## config.mk

```make
export PLATFORM = sky130hd
export DESIGN_NAME = multi_mode_plc_timer_top_flat
export DESIGN_NICKNAME = d
export VERILOG_FILES = /design/src/hw/rtl/mplct_pkg.sv /design/src/hw/rtl/mplct_if.sv /design/src/hw/rtl/multi_mode_plc_timer_top.sv /design/src/hw/rtl/mplct_step.sv /design/src/flat_wrapper.sv
export SDC_FILE = /design/constraint.sdc
export NUM_CORES = 1
export LEC_CHECK = 0
export BUFFER_PORTS_ARGS = -buffer_cell sky130_fd_sc_hd__buf_2
export CAP_MARGIN = 20
export CORE_ASPECT_RATIO = 0.9
export CORE_UTILIZATION = 50
export DETAILED_ROUTE_END_ITERATION = 6
export PLACE_DENSITY_LB_ADDON = 0.25
export SLEW_MARGIN = 5
export SYNTH_ARGS = -nofsm -noshare
export SYNTH_HDL_FRONTEND = slang
export SYNTH_SLANG_ARGS = --single-unit
```

## constraint.sdc

```tcl
create_clock -name clk -period 14.23 [get_ports clk]
set_input_delay 0.7115 -clock clk [delete_from_list [all_inputs] [get_ports clk]]
set_output_delay 0.7115 -clock clk [all_outputs]
set_load 0.1 [all_outputs]
```

## src/hw/rtl/mplct_pkg.sv

```systemverilog
// ----------------------------------------------------------------------------
// mplct_pkg
// Types, codes and constants shared by the multi-mode timer block.
// ----------------------------------------------------------------------------
package mplct_pkg;

    localparam int unsigned COUNT_W     = 32;
    localparam int unsigned CFG_INDEX_W = 2;
    localparam int unsigned CFG_DATA_W  = 32;

    localparam logic [COUNT_W-1:0] PRESET_RESET = 32'd1000;

    // blink slice of 200 ticks split as 8 * 25; x / 25 by reciprocal multiply
    localparam int unsigned BLINK_SLICE = 200;
    localparam int unsigned BLINK_PRE   = 3;
    localparam int unsigned BLINK_SHIFT = 35;
    localparam logic [31:0] BLINK_RECIP = 32'h51EB_851F;
    localparam int unsigned BLINK_X_W   = COUNT_W - BLINK_PRE;
    localparam int unsigned BLINK_P_W   = BLINK_X_W + 32;

    typedef enum logic [CFG_INDEX_W-1:0] {
        REG_PRESET = 2'd0,
        REG_MODE   = 2'd1
    } cfg_reg_t;

    typedef enum logic {
        OP_STEP   = 1'b0,
        OP_RELOAD = 1'b1
    } timer_op_t;

    typedef enum logic [2:0] {
        MODE_TON           = 3'd0,
        MODE_TOF           = 3'd1,
        MODE_DELAY_ON      = 3'd2,
        MODE_PULSE         = 3'd3,
        MODE_REPEAT        = 3'd4,
        MODE_REPEAT_LOCKED = 3'd5,
        MODE_BLINK         = 3'd6,
        MODE_BLINK_LIMITED = 3'd7
    } timer_mode_t;

    typedef struct packed {
        logic [COUNT_W-1:0] remaining;
        logic               busy;
        logic               command;     // busy gate while blink_pend is set
        logic               prev_run;
        logic               blink_pend;  // command still to be derived from blink_a
        logic [COUNT_W-1:0] blink_a;
    } timer_state_t;

endpackage

```

## src/hw/rtl/mplct_if.sv

```systemverilog
// ----------------------------------------------------------------------------
// mplct channel interfaces
// Valid/ready channels for step requests, results and register writes.
// ----------------------------------------------------------------------------
interface mplct_req_if;
    import mplct_pkg::*;
    logic               valid;
    logic               ready;
    logic               operation;
    logic               run;
    logic [COUNT_W-1:0] elapsed_ticks;

    modport source (output valid, output operation, output run, output elapsed_ticks,
                    input ready);
    modport sink   (input valid, input operation, input run, input elapsed_ticks,
                    output ready);
endinterface

interface mplct_rsp_if;
    import mplct_pkg::*;
    logic               valid;
    logic               ready;
    logic               command;
    logic               busy_res;
    logic [COUNT_W-1:0] remaining;

    modport source (output valid, output command, output busy_res, output remaining,
                    input ready);
    modport sink   (input valid, input command, input busy_res, input remaining,
                    output ready);
endinterface

interface mplct_cfg_if;
    import mplct_pkg::*;
    logic                   valid;
    logic                   ready;
    logic [CFG_INDEX_W-1:0] index;
    logic [CFG_DATA_W-1:0]  data;

    modport source (output valid, output index, output data, input ready);
    modport sink   (input valid, input index, input data, output ready);
endinterface

```

## src/hw/rtl/multi_mode_plc_timer_top.sv

```systemverilog
// ----------------------------------------------------------------------------
// multi_mode_plc_timer_top
// Eight-mode programmable-logic timer (on/off delay, pulse, repeat, blink).
// ----------------------------------------------------------------------------
// Usage
//   req : one beat per timer step or reload (operation, run, elapsed_ticks)
//   rsp : one beat per request (command, busy_res, remaining)
//   cfg : register writes, index 0 preset_ticks, index 1 timer_mode; always
//         ready, write only while no request is outstanding
// Timing
//   a request updates the timer state at the edge it is accepted; its result
//   moves into the result register once that register is free or being
//   emptied, and rsp.valid rises with it. One request per cycle is sustained
//   while rsp.ready stays high: the state update is a single saturating
//   subtract and flag logic, and the limited-blink command bit comes from a
//   reciprocal multiply in the result stage.
// Stall
//   the state stage and result register form a two-deep pipeline; with both
//   full and rsp.ready low, req.ready drops and everything holds
// Reset
//   preset_ticks 1000, mode on-delay, count and flags cleared, no result
//   pending; req.ready is high out of reset
// ----------------------------------------------------------------------------
module multi_mode_plc_timer_top
    import mplct_pkg::*;
(
    input  logic         clk,
    input  logic         rst_n,
    mplct_req_if.sink    req,
    mplct_rsp_if.source  rsp,
    mplct_cfg_if.sink    cfg
);

    logic [COUNT_W-1:0] preset_reg;
    timer_mode_t        mode_reg;
    timer_state_t       st_reg;
    timer_state_t       st_next;
    logic               s1_valid_reg;
    logic               blink_bit_reg;
    logic               out_valid_reg;
    logic               out_cmd_reg;
    logic               out_busy_reg;
    logic [COUNT_W-1:0] out_rem_reg;

    logic                   req_acc;
    logic                   adv;
    logic                   cmd_eff;
    logic                   blink_bit;
    logic [BLINK_X_W-1:0]   blink_x;
    logic [BLINK_P_W-1:0]   blink_prod;

    assign cfg.ready = 1'b1;

    always_ff @(posedge clk or negedge rst_n)
    begin
        if (!rst_n)
        begin
            preset_reg <= PRESET_RESET;
            mode_reg   <= MODE_TON;
        end
        else if (cfg.valid)
        begin
            case (cfg_reg_t'(cfg.index))
                REG_PRESET: preset_reg <= cfg.data[COUNT_W-1:0];
                REG_MODE:   mode_reg   <= timer_mode_t'(cfg.data[2:0]);
                default:    ;
            endcase
        end
    end

    // floor(a / 200) = floor((a >> 3) * recip >> 35), bit 0 gives the phase
    assign blink_x    = st_reg.blink_a[COUNT_W-1:BLINK_PRE];
    assign blink_prod = BLINK_P_W'(blink_x) * BLINK_P_W'(BLINK_RECIP);
    assign blink_bit  = blink_prod[BLINK_SHIFT] & st_reg.command;

    // a pending blink command is resolved from the registered blink bit
    assign cmd_eff = st_reg.blink_pend ? blink_bit_reg : st_reg.command;

    assign adv       = s1_valid_reg && (!out_valid_reg || rsp.ready);
    assign req.ready = !s1_valid_reg || !out_valid_reg || rsp.ready;
    assign req_acc   = req.valid && req.ready;

    mplct_step u_step (
        .cur           (st_reg),
        .cur_cmd       (cmd_eff),
        .preset        (preset_reg),
        .mode          (mode_reg),
        .operation     (req.operation),
        .run           (req.run),
        .elapsed_ticks (req.elapsed_ticks),
        .nxt           (st_next)
    );

    always_ff @(posedge clk or negedge rst_n)
    begin
        if (!rst_n)
        begin
            st_reg        <= '0;
            s1_valid_reg  <= 1'b0;
            blink_bit_reg <= 1'b0;
        end
        else
        begin
            blink_bit_reg <= blink_bit;
            if (req_acc)
            begin
                st_reg       <= st_next;
                s1_valid_reg <= 1'b1;
            end
            else if (adv)
            begin
                s1_valid_reg <= 1'b0;
            end
        end
    end

    always_ff @(posedge clk or negedge rst_n)
    begin
        if (!rst_n)
        begin
            out_valid_reg <= 1'b0;
        end
        else if (adv)
        begin
            out_valid_reg <= 1'b1;
        end
        else if (rsp.ready)
        begin
            out_valid_reg <= 1'b0;
        end
    end

    always_ff @(posedge clk)
    begin
        if (adv)
        begin
            out_cmd_reg  <= st_reg.blink_pend ? blink_bit : st_reg.command;
            out_busy_reg <= st_reg.busy;
            out_rem_reg  <= st_reg.remaining;
        end
    end

    assign rsp.valid     = out_valid_reg;
    assign rsp.command   = out_cmd_reg;
    assign rsp.busy_res  = out_busy_reg;
    assign rsp.remaining = out_rem_reg;

    a_full_stall: assert property (@(posedge clk) disable iff (!rst_n)
        s1_valid_reg && out_valid_reg && !rsp.ready |-> !req.ready)
        else $error("request taken with both stages full");

    a_reload_count: assert property (@(posedge clk) disable iff (!rst_n)
        req_acc && req.operation == OP_RELOAD |=> st_reg.remaining == $past(preset_reg))
        else $error("reload did not load the preset");

    a_reload_flags: assert property (@(posedge clk) disable iff (!rst_n)
        req_acc && req.operation == OP_RELOAD |=>
        st_reg.busy == $past(st_reg.busy) && st_reg.prev_run == $past(st_reg.prev_run))
        else $error("reload changed the timer flags");

    a_blink_pend: assert property (@(posedge clk) disable iff (!rst_n)
        req_acc && req.operation == OP_STEP && mode_reg != MODE_BLINK_LIMITED
        |=> !st_reg.blink_pend)
        else $error("blink command left pending outside limited blink");

    a_hold_state: assert property (@(posedge clk) disable iff (!rst_n)
        !req_acc |=> $stable(st_reg.remaining) && $stable(st_reg.busy))
        else $error("timer state moved without a request");

endmodule

```

## src/hw/rtl/mplct_step.sv

```systemverilog
// ----------------------------------------------------------------------------
// mplct_step
// Next-state logic of the timer for one beat: load, saturating count-down
// and the mode-specific busy and command flags.
// ----------------------------------------------------------------------------
module mplct_step
    import mplct_pkg::*;
(
    input  timer_state_t       cur,
    input  logic               cur_cmd,
    input  logic [COUNT_W-1:0] preset,
    input  timer_mode_t        mode,
    input  logic               operation,
    input  logic               run,
    input  logic [COUNT_W-1:0] elapsed_ticks,
    output timer_state_t       nxt
);

    logic [COUNT_W-1:0] sub_raw;
    logic [COUNT_W-1:0] a1;
    logic [COUNT_W-1:0] a2;
    logic               load;
    logic               p_new;
    logic               c_new;
    logic               sub_en;
    logic               rise;

    // elapsed at or above the count drives it to zero
    assign sub_raw = (cur.remaining > elapsed_ticks) ? (cur.remaining - elapsed_ticks)
                                                     : '0;
    assign rise    = run & ~cur.prev_run;

    always_comb
    begin
        load   = 1'b0;
        a1     = cur.remaining;
        p_new  = cur.busy;
        sub_en = 1'b0;
        case (mode)
            MODE_TON:
            begin
                load  = run & ~cur.busy & ~cur_cmd;
                a1    = !run ? '0 : (load ? preset : cur.remaining);
                p_new = run && (a1 != '0);
            end
            MODE_TOF:
            begin
                load  = run;
                a1    = load ? preset : cur.remaining;
                p_new = !run && (a1 != '0);
            end
            MODE_DELAY_ON:
            begin
                load  = rise & ~cur.busy & ~cur_cmd;
                a1    = load ? preset : cur.remaining;
                p_new = !cur_cmd && (a1 != '0);
            end
            MODE_PULSE:
            begin
                load  = rise & ~cur.busy & ~cur_cmd;
                a1    = load ? preset : cur.remaining;
                p_new = (a1 != '0);
            end
            MODE_REPEAT:
            begin
                load  = run & ~cur.busy;
                a1    = !run ? '0 : (load ? preset : cur.remaining);
                p_new = run && (a1 != '0);
            end
            MODE_REPEAT_LOCKED, MODE_BLINK_LIMITED:
            begin
                load  = run & ~cur.busy;
                a1    = load ? preset : cur.remaining;
                p_new = (a1 != '0);
            end
            MODE_BLINK:
            begin
                load  = run & ~cur.busy;
                a1    = load ? preset : cur.remaining;
            end
            default:
            begin
                load = 1'b0;
            end
        endcase
        // endless blink counts on the run level, every other mode on busy
        sub_en = (mode == MODE_BLINK) ? run : p_new;
        // a load zeroes this beat's elapsed time, so the preset passes through
        a2 = sub_en ? (load ? a1 : sub_raw) : a1;
        if (mode == MODE_BLINK)
        begin
            p_new = (a2 != '0) && run;
        end
    end

    always_comb
    begin
        c_new = cur_cmd;
        case (mode)
            MODE_TON:           c_new = run && (a2 == '0);
            MODE_TOF:           c_new = run || p_new;
            MODE_DELAY_ON:      c_new = p_new && (a2 == '0);
            MODE_PULSE:         c_new = (a2 != '0);
            MODE_REPEAT:        c_new = run && !cur.busy;
            MODE_REPEAT_LOCKED: c_new = run && !cur.busy;
            MODE_BLINK:         c_new = (a2 > (preset >> 1)) && p_new;
            MODE_BLINK_LIMITED: c_new = p_new;
            default:            c_new = cur_cmd;
        endcase
    end

    always_comb
    begin
        nxt = cur;
        if (operation == OP_RELOAD)
        begin
            nxt.remaining = preset;
        end
        else
        begin
            nxt.remaining  = a2;
            nxt.busy       = p_new;
            nxt.command    = c_new;
            nxt.blink_pend = (mode == MODE_BLINK_LIMITED);
            nxt.blink_a    = a2;
            if (mode == MODE_DELAY_ON || mode == MODE_PULSE)
            begin
                nxt.prev_run = run;
            end
        end
    end

endmodule

```

## src/flat_wrapper.sv

```systemverilog
// flat-port wrapper written by rule: the top's interface ports become plain ports
module multi_mode_plc_timer_top_flat import mplct_pkg::*;
  (clk, rst_n, req_valid, req_operation, req_run, req_elapsed_ticks, req_ready, rsp_valid, rsp_command, rsp_busy_res, rsp_remaining, rsp_ready, cfg_valid, cfg_index, cfg_data, cfg_ready);
  mplct_req_if req_i ();
  mplct_rsp_if rsp_i ();
  mplct_cfg_if cfg_i ();
  input  logic clk;
  input  logic rst_n;
  input wire logic [$bits(req_i.valid)-1:0] req_valid;
  input wire logic [$bits(req_i.operation)-1:0] req_operation;
  input wire logic [$bits(req_i.run)-1:0] req_run;
  input wire logic [$bits(req_i.elapsed_ticks)-1:0] req_elapsed_ticks;
  output wire logic [$bits(req_i.ready)-1:0] req_ready;
  output wire logic [$bits(rsp_i.valid)-1:0] rsp_valid;
  output wire logic [$bits(rsp_i.command)-1:0] rsp_command;
  output wire logic [$bits(rsp_i.busy_res)-1:0] rsp_busy_res;
  output wire logic [$bits(rsp_i.remaining)-1:0] rsp_remaining;
  input wire logic [$bits(rsp_i.ready)-1:0] rsp_ready;
  input wire logic [$bits(cfg_i.valid)-1:0] cfg_valid;
  input wire logic [$bits(cfg_i.index)-1:0] cfg_index;
  input wire logic [$bits(cfg_i.data)-1:0] cfg_data;
  output wire logic [$bits(cfg_i.ready)-1:0] cfg_ready;
  assign req_i.valid = req_valid;
  assign req_i.operation = req_operation;
  assign req_i.run = req_run;
  assign req_i.elapsed_ticks = req_elapsed_ticks;
  assign req_ready = req_i.ready;
  assign rsp_valid = rsp_i.valid;
  assign rsp_command = rsp_i.command;
  assign rsp_busy_res = rsp_i.busy_res;
  assign rsp_remaining = rsp_i.remaining;
  assign rsp_i.ready = rsp_ready;
  assign cfg_i.valid = cfg_valid;
  assign cfg_i.index = cfg_index;
  assign cfg_i.data = cfg_data;
  assign cfg_ready = cfg_i.ready;
  multi_mode_plc_timer_top u_core (.clk(clk), .rst_n(rst_n), .req(req_i), .rsp(rsp_i), .cfg(cfg_i));
endmodule
```

==> impl_summary.txt <==
----------------------------------------------------
[Global routing]
  All-layer global routing usage ... between 30 and 40%
  Aggregate global routing overflow ... 0
  Via count of the first global-routing pass ... 16600
  Global-route wire length before repair ... 100000 µm
  Number of antenna violations at the first check in global routing ... 0
  Largest net degree at the start of global routing ... 66

[Routing]
  Number of search-and-repair iterations in the first detailed-routing pass ... 6
  Residual antenna-violating net count after detailed routing ... 0
  Drt initial violations ... around 1900
  Avg Vias per Cell ... 5.88
  Vias after detailed routing ... 16800
  Average wire per cell in the routed design ... 22.8 µm
  DRC ... 0
  Detailed Route WL ... 65200 µm

[Floorplanning]
  Standard-cell rows ... 69
  Overall die width ... 214 µm
  Placeable core area ... 39700 µm²
  Initial Utilization ... 51.0%
  Overall die area ... 41300 µm²
  Top-Level Pins ... between 100 and 150
  Die height ... 193 µm

[Setup path]
  Critical-path top delay cell ... fa_1
  Data arrival time of the critical path ... 7.23 ns
  Number of buffers and inverters on the critical path ... 8
  Critical path type ... flip-flop to flip-flop
  Reg-to-reg critical path startpoint ... u_core.blink_x[26]
  CP max stage delay ... 0.55 ns
  CP max FO ... 4
  Flop2flop setup slack ... 7.20 ns
  Crit path capture type ... flip-flop
  Cell type group with the largest total delay on the critical path ... adder cells
  Worst r2r dst ... u_core.rsp.command
  CP Launch Type ... flip-flop
  Number of cells traversed by the worst register-to-register path ... 26
  Required time of the critical path ... 14.43 ns

[Synthesis]
  Xor/xnor share of the synthesized area ... 1.73%
  Proportion of synthesized area in mux cells ... 4.01%
  Nets in the synthesized netlist ... 2841
  Distinct cells, synth ... between 90 and 100
  Number of enable-type register cells in the synthesized netlist ... 34
  Fraction of the mapped netlist area in compound gates ... 15.7%
  Leading post-synthesis cells by cell area ... fa_1, ha_1, dfrtp_1
  Post-synthesis share of cell area spent on and, or, nand and nor gates ... 10.6%
  Share of flip-flops with an asynchronous set or reset after synthesis ... 75.2%
  Number of instances in the synthesized netlist ... between 2000 and 2500
  Commonest register cell after synthesis ... dfrtp_1
  Area share of the largest cell type after synthesis ... between 20% and 30%
  Proportion of synthesized chip area in sequential cells ... 17.8%
  Dominant combinational cell family by area after synthesis ... adder cells
  Cell accounting for the most synthesized area ... fa_1
  Flop and latch count out of synthesis ... 137
  Mean cell area of the mapped netlist ... 8.97 µm²
  Number of warnings reported in the yosys synthesis log ... 0
  Adder and majority gate portion of the synthesized area ... roughly two fifths
  Netlist area before placement ... 20300 µm²

[Placed design]
  Detail Placement HPWL ... 52500 µm
  Port Buffer Count ... 108
  Routability cong. ... roughly 1

[Timing]
  Part of the cycle the worst path needs ... 49.4%
  Worst setup skew after layout ... a little under 0.009 ns
  Slew at the pin closest to its max-slew limit ... 1.07 ns
  Slew margin rel. ... about 27%
  TNS Setup ... 0 ns
  Highest clock frequency the design can meet ... 142 MHz
  Number of slew-limit violations in the final report ... 0
  Final hold violations ... 0
  Unrepaired setup endpoints after global routing ... no
  Final min period ... 7.03 ns
  Setup violations, final ... 0

[Clocking]
  Post-CTS Hold Fix Bufs ... 0
  H-tree Lvls ... 4
  Clock buffers created by TritonCTS ... 17
  Clock latency at the later pin of the worst-skew pair ... 0.45 ns
  CTS tree ... yes
  Maximum number of buffers from clock root to sink ... 2
  CTS Root Cell ... clkbuf_16
  Post-cts sizing count ... 0
  Setup fix buffers added after clock tree synthesis ... 0
  Count of clock tree sinks ... 137
  Clk slew on worst S/H paths ... 0.06 ns

[Worst hold path]
  Class of the most critical hold timing path ... input port to asynchronous set/reset pin

[Cells and area]
  Share of layout cells above drive strength 1 ... 10.0%
  Max FFs per register ... 36
  Most frequent cells in the layout ... inv_1, ha_1, fa_1
  Leading cell type in the layout, fill and taps excluded ... inv_1
  Post-layout nets ... 2901
  Area growth syn-to-layout ... 7.88%

[Status]
  Outcome ... finished clean

[Run]
  Maximum Capacitance Violations ... 0

----------------------------------------------------
-- worst max path at each step --
stage | startpoint | end | slack, ns | depth (start not counted)
after floorplan | u_core.blink_x[26] | u_core.rsp.command | 7.62 | 26
after global placement | u_core.blink_x[26] | u_core.rsp.command | 7.22 | 26
after detailed placement | req_run | u_core.st_reg[34] | 7.12 | 20
after CTS | u_core.blink_x[26] | u_core.rsp.command | 7.16 | 26
after global routing | u_core.blink_x[26] | u_core.rsp.command | 6.71 | 26
final | u_core.blink_x[26] | u_core.rsp.command | 7.20 | 26
-- synth_stat cells (all sizes together), types with 6 or more instances --
library cell,count
o21a,7
a211o,7
buf,40
or3,7
o211ai,9
mux2i,59
xor2,9
nand3b,6
nand2b,9
a22oi,19
and3,9
edfxtp,34
nand3,48
nor3b,7
o22ai,15
and2,8
fa,215
clkbuf,46
a31o,8
o32ai,12
nand2,169
mux2,19
inv,468
dfstp,6
nor2,79
nor3,29
a31oi,11
o21ai,153
a211oi,10
xnor2,31
ha,295
a21boi,6
nand4,30
a21oi,136
o31ai,6
nor4,15
nor2b,7
o221ai,13
a21o,34
dfrtp,97
or2,7
-- kinds of logic (layout without fill, tap and decap cells) --
family          count (synthesis)  after routing
other cells                     1              2
simple gates                  443            443
compound gates                495            495
flops                         137            137
buf+inv                       554            627
fa+ha+maj                     510            510
xor+xnor                       40             40
mux                            78             78
-- cell type report --
type | count | area, µm²
fill | 3659 | 17900
sequential | 137 | 3610
multi-input combinational | 1567 | 14500
timing repair buffer | 127 | 686
clock buffer | 21 | 472
tap | 532 | 666
antenna | 1 | 2.50
clock inverter | 11 | 143
inverter | 468 | 1760
-- metrics by stage --
| step | utilization, % | hold slack, ns | cells | area, µm² | worst slack (ns) |
|---|---|---|---|---|---|
| final | 55.0 | 0.245 | 2864 | 21800 | 7.20 |
| after global routing | 55.0 | 0.271 | 2863 | 21800 | 6.71 |
| after CTS | 55.0 | 0.245 | 2863 | 21800 | 7.16 |
| after detailed placement | 53.5 | 0.483 | 2831 | 21200 | 7.12 |
| after global placement | 53.5 | 0.467 | 2831 | 21200 | 7.22 |
| after floorplan | - | 0.416 | 2258 | 20300 | 7.62 |
-- layer usage --
| metal | routed length [µm] | global-route usage (%) |
|---|---|---|
| met1 | 29800 | 48.4 |
| met2 | 26000 | 44.5 |
| met3 | 7520 | 9.36 |
| met4 | 1820 | 9.37 |
| met5 | 0 | 0 |
Power is not shown: default switching activity piles up to over one toggle a cycle in this logic, so the estimate is an artifact.
